[src/rtl/rcsp_pkg.sv]
`timescale 1ns / 1ps
package rcsp_pkg;
   localparam int MAX_SLOTS_DEF = 128;

   localparam logic [30:0] SLOT_BYTES_RST = 31'd33554432;
   localparam logic [7:0] SLOTS_RST = 8'd128;

   localparam logic [15:0] ST_FREE = 16'd0;
   localparam logic [15:0] ST_WRITING = 16'd1;
   localparam logic [15:0] ST_READY = 16'd2;
   localparam logic [15:0] ST_MAX = 16'hFFFF;

   localparam int HEADER_BYTES = 48;
   localparam int STATE_BYTES = 4;
   localparam int ALIGN_BYTES = 64;

   typedef enum logic [1:0] {
      OP_ACQUIRE = 2'd0,
      OP_MARK_READY = 2'd1,
      OP_ADD_REF = 2'd2,
      OP_RELEASE = 2'd3
   } op_type;

   typedef enum logic [2:0] {
      ERR_NONE = 3'd0,
      ERR_NO_FREE = 3'd1,
      ERR_BAD_SIZE = 3'd2,
      ERR_BAD_ID = 3'd3,
      ERR_NOT_READY = 3'd4
   } err_type;

   typedef enum logic [0:0] {
      REG_SLOT_BYTES = 1'b0,
      REG_SLOTS_IN_USE = 1'b1
   } reg_type;

   typedef struct packed {
      op_type op;
      logic apply;
   } cell_cmd_type;

   typedef struct packed {
      logic ok;
      logic bad;
      logic ready;
   } cell_rsp_type;
endpackage

[src/rtl/rcsp_cell.sv]
`timescale 1ns / 1ps
module rcsp_cell (
   input  logic clock,
   input  logic reset,
   input  rcsp_pkg::cell_cmd_type cmd,
   input  logic sel,
   input  logic tok_in,
   input  logic inject,
   input  logic advance,
   input  logic kill,
   output logic tok_pass,
   output logic claim,
   output rcsp_pkg::cell_rsp_type rsp
);
   logic [15:0] state_ff, state_in, upd;
   logic tok_ff, tok_in_nxt;
   logic is_free, ok, bad;

   assign is_free = (state_ff == rcsp_pkg::ST_FREE);
   assign claim = tok_ff && is_free && advance;
   assign tok_pass = tok_ff && !is_free;

   always_comb begin
      ok = 1'b0;
      bad = 1'b0;
      upd = state_ff;
      case (cmd.op)
         rcsp_pkg::OP_MARK_READY: begin
            upd = rcsp_pkg::ST_READY;
            ok = 1'b1;
         end
         rcsp_pkg::OP_ADD_REF: begin
            if (state_ff < rcsp_pkg::ST_READY || state_ff == rcsp_pkg::ST_MAX) begin
               bad = 1'b1;
            end else begin
               upd = state_ff + 16'd1;
               ok = 1'b1;
            end
         end
         rcsp_pkg::OP_RELEASE: begin
            if (state_ff < rcsp_pkg::ST_READY) begin
               bad = 1'b1;
            end else begin
               upd = (state_ff == rcsp_pkg::ST_READY) ? rcsp_pkg::ST_FREE : state_ff - 16'd1;
               ok = 1'b1;
            end
         end
         default: begin
            upd = state_ff;
         end
      endcase
   end

   assign rsp.ok = sel && ok;
   assign rsp.bad = sel && bad;
   assign rsp.ready = sel && (upd >= rcsp_pkg::ST_READY);

   always_comb begin
      state_in = state_ff;
      if (claim) begin
         state_in = rcsp_pkg::ST_WRITING;
      end else if (sel && cmd.apply) begin
         state_in = upd;
      end
      tok_in_nxt = advance ? (tok_in && !kill) : tok_ff;
   end

   always_ff @(posedge clock) begin
      if (reset) begin
         state_ff <= rcsp_pkg::ST_FREE;
         tok_ff <= 1'b0;
      end else begin
         state_ff <= state_in;
         tok_ff <= inject || tok_in_nxt;
      end
   end
endmodule

[config.mk]
export PLATFORM = sky130hd
export DESIGN_NAME = rcsp_cell
export DESIGN_NICKNAME = d
export VERILOG_FILES = /design/src/rtl/rcsp_pkg.sv /design/src/rtl/rcsp_cell.sv
export SDC_FILE = /design/constraint.sdc
export NUM_CORES = 1
export LEC_CHECK = 0
export BUFFER_PORTS_ARGS = -buffer_cell sky130_fd_sc_hd__buf_2
export CAP_MARGIN = 20
export CORE_MARGIN = 3
export CORE_UTILIZATION = 55
export CTS_BUF_LIST = sky130_fd_sc_hd__clkbuf_16
export CTS_CLUSTER_DIAMETER = 100
export CTS_CLUSTER_SIZE = 40
export DETAILED_ROUTE_END_ITERATION = 16
export PLACE_DENSITY = 0.76
export SLEW_MARGIN = 10
export SYNTH_ARGS = -nofsm -noshare
export SYNTH_HDL_FRONTEND = slang
export SYNTH_SLANG_ARGS = --single-unit
[constraint.sdc]
create_clock -name clock -period 3.4 [get_ports clock]
set_clock_uncertainty 0.15 [all_clocks]
set_input_delay 0.51 -clock clock [delete_from_list [all_inputs] [get_ports clock]]
set_output_delay 0.51 -clock clock [all_outputs]
set_load 0.02 [all_outputs]
==> metrics.csv <==
metric,value,unit
cts_buffers,3,
synth-async-reset-ratio,0,%
drv_slew,0,
clkLatencyLatePin,0.26,ns
finalHoldViolations,0,
path_class,reg2out,
n_antenna_cell,0,
min-delay-path-class,in2reg,
syn_area_per_cell,7.18,sq um
design.core.area,0.00342,sq mm
crit_arrival,2.86,ns
dieArea,0.00436,sq mm
max_cap_violations,0,
antenna_found_initial,0,
placed_area,0.00215,sq mm
syn-cell-area,0.00198,sq mm
dp_cells,338,
via_count,2593,
period_minus_slack,3.52,ns
worstPathRequired,2.74,ns
routed_wl,7460,um
path_max_fanout,4,
p_leak,0.965,nW
syn_inst,276,
ys_seq_elements,17,
ant_nets,0,
rsz0062_at_grt,true,
post-route-period-util,103,%
yosysWarnings,0,
violations,negative setup slack,
final_area,0.00255,sq mm
whs_path_depth,2,
ys_seq_area_share,17.2,%
clock.fmax,0.284,GHz
r2r_cells,8,
cts.sinks,17,
pin_count,15,
ys_types,66,
max_slew_margin,48.9,%
nets,328,
fp-row-count,21,
route.detailed.drc,0,
htreeDepth,1,
clk_path_buf_depth,2,
dp_hpwl,4450,um
startpoint_type,flip-flop,
grt_overflow,0,
synthFlopType,dfxtp_1,
port_buffers,14,
outcome,"finished, violations left",
grt_util_all_layers,31.5,%
ctsHoldBuffers,0,
drive_above_1_share,35.1,%
vdd_drop_max,0.206,mV
wl_per_cell,20.8,um
final_cell_mix,"buf_4 (44), nand2_1 (32), nor2_1 (27)",
final_util,74.8,%
place.gp.congestion,1.05,
cellPowerDensity,337,mW/mm^2
clk_pin_slew_worst_paths,0.06,ns
final_common_cell,buf_4,
tritoncts,built,
die_x,66.0,um
worst_slew_pin_slew,0.748,ns
drtIter0Drc,488,
grt_max_degree,17,
synth_edf_count,0,
layout.cells.non_filler,359,
initial_utilization,58.0,%
syn_to_final_growth,28.9,%
first_global_vias,2161,
cts-root-buf,clkbuf_16,
worstSetupEndpointType,primary output,
fp.dieH,66.0,um
syn-num-nets,290,
avgViaCountPerCell,7.22,
grt_pass1_wl,10600,um
preCtsSetupSlack,0.0799,ns
fin_ws,-0.119,ns
setup_viol,1,
drtPass1Iterations,7,
## through the flow
stage          hold slack, ns  power (mW)  TNS, ns
2_1_floorplan           0.358       0.436        0
3_3_place_gp            0.385       0.530        0
3_5_place_dp            0.399       0.529        0
4_1_cts                 0.278       0.803  -0.0778
5_1_grt                 0.287       0.888   -0.160
6_report                0.272       0.862   -0.119
## report_power, final
| part | switching [mW] | internal, mW |
|---|---|---|
| logic | 0.229 | 0.171 |
| clock network | 0.0880 | 0.157 |
| registers | 0.00938 | 0.208 |
## final timing paths
check / startpoint / endpoint / slack [ns]
min: reset / state_ff[0]$_SDFFE_PP0P_ / 0.27
max: state_ff[10]$_SDFFE_PP0P_ / rsp[0] / -0.12
max reg2reg: state_ff[10]$_SDFFE_PP0P_ / state_ff[8]$_SDFFE_PP0P_ / 0.78
min reg2reg: tok_ff$_SDFF_PP0_ / state_ff[0]$_SDFFE_PP0P_ / 0.41
## per-layer routing
layer  share of wire [%]  GRT usage (%)  vias up
li1                    -              -     1108
met1                  36           40.4     1151
met2                  43           48.2      254
met3                  14           8.84       80
met4                 6.7           15.5        0
met5                   0              0        -
## synthesized netlist by cell type, types with 2 or more instances
cell	number	area [sq um]
nand2_1	32	120
nor2_1	27	101
a21oi_1	18	90.1
dfxtp_1	17	340
nor3_1	17	85.1
clkbuf_1	13	48.8
o21ai_0	11	55.1
inv_1	10	37.5
nand3_1	10	50.1
a31oi_1	7	43.8
nand4_1	6	37.5
and4_1	5	43.8
a211oi_1	4	30.0
and2_1	4	25.0
buf_2	4	20.0
buf_6	4	45.0
ha_1	4	50.1
o211ai_1	4	30.0
xnor2_1	4	35.0
and3_1	3	18.8
clkbuf_8	3	41.3
nand2b_1	3	18.8
nor4_1	3	18.8
o21a_1	3	22.5
o22ai_1	3	18.8
o31ai_1	3	22.5
or3_4	3	33.8
a21o_1	2	15.0
a22oi_1	2	15.0
a32oi_1	2	17.5
a41oi_2	2	32.5
buf_4	2	15.0
nor3_2	2	20.0
o211a_1	2	20.0
o41ai_2	2	32.5
or2_2	2	12.5
or3_1	2	12.5
or3_2	2	15.0
or4_1	2	15.0
## state kept, by name (all words and copies together) (netlist names)
name	count
state_ff	16
tok_ff	1
## critical path: stages, from the launching register on
cell and delay (ns):
dfxtp_2 0.32, or4_4 0.60, nor4_4 0.30, buf_4 0.19, nand3_1 0.10, a221o_1 0.39
o21a_1 0.15, nor3_2 0.22, a41oi_2 0.15, buf_4 0.18
## cell families (layout without fill, tap and decap cells)
logic type	count (synthesis)	in the layout	share of synthesized area, %
muxes	1	1	0.505
adders and majority gates	4	4	2.53
xor gates and xnor gates	4	4	1.77
DFF	17	17	17.2
and+or+nand+nor	132	132	36.6
AOI/OAI and AO/OA	81	81	30.7
buffers and inverters	37	74	10.7
## area by class of cell
cell class,count,area (sq um)
Multi-Input combinational cell,222,1590
Inverter,10,37.5
Sequential cell,17,349
Fill cell,224,861
Clock buffer,3,75.1
Tap cell,46,57.6
Timing Repair Buffer,60,438
Clock inverter,1,3.75
## what timing repair did
item / CTS / global route
setup endpoints to repair: 1 / 1
pin swaps: 8 / 12
gates resized for setup: 13 / 24
setup buffers: 5 / 12
Note: power is estimated with default switching activity, not from simulation.
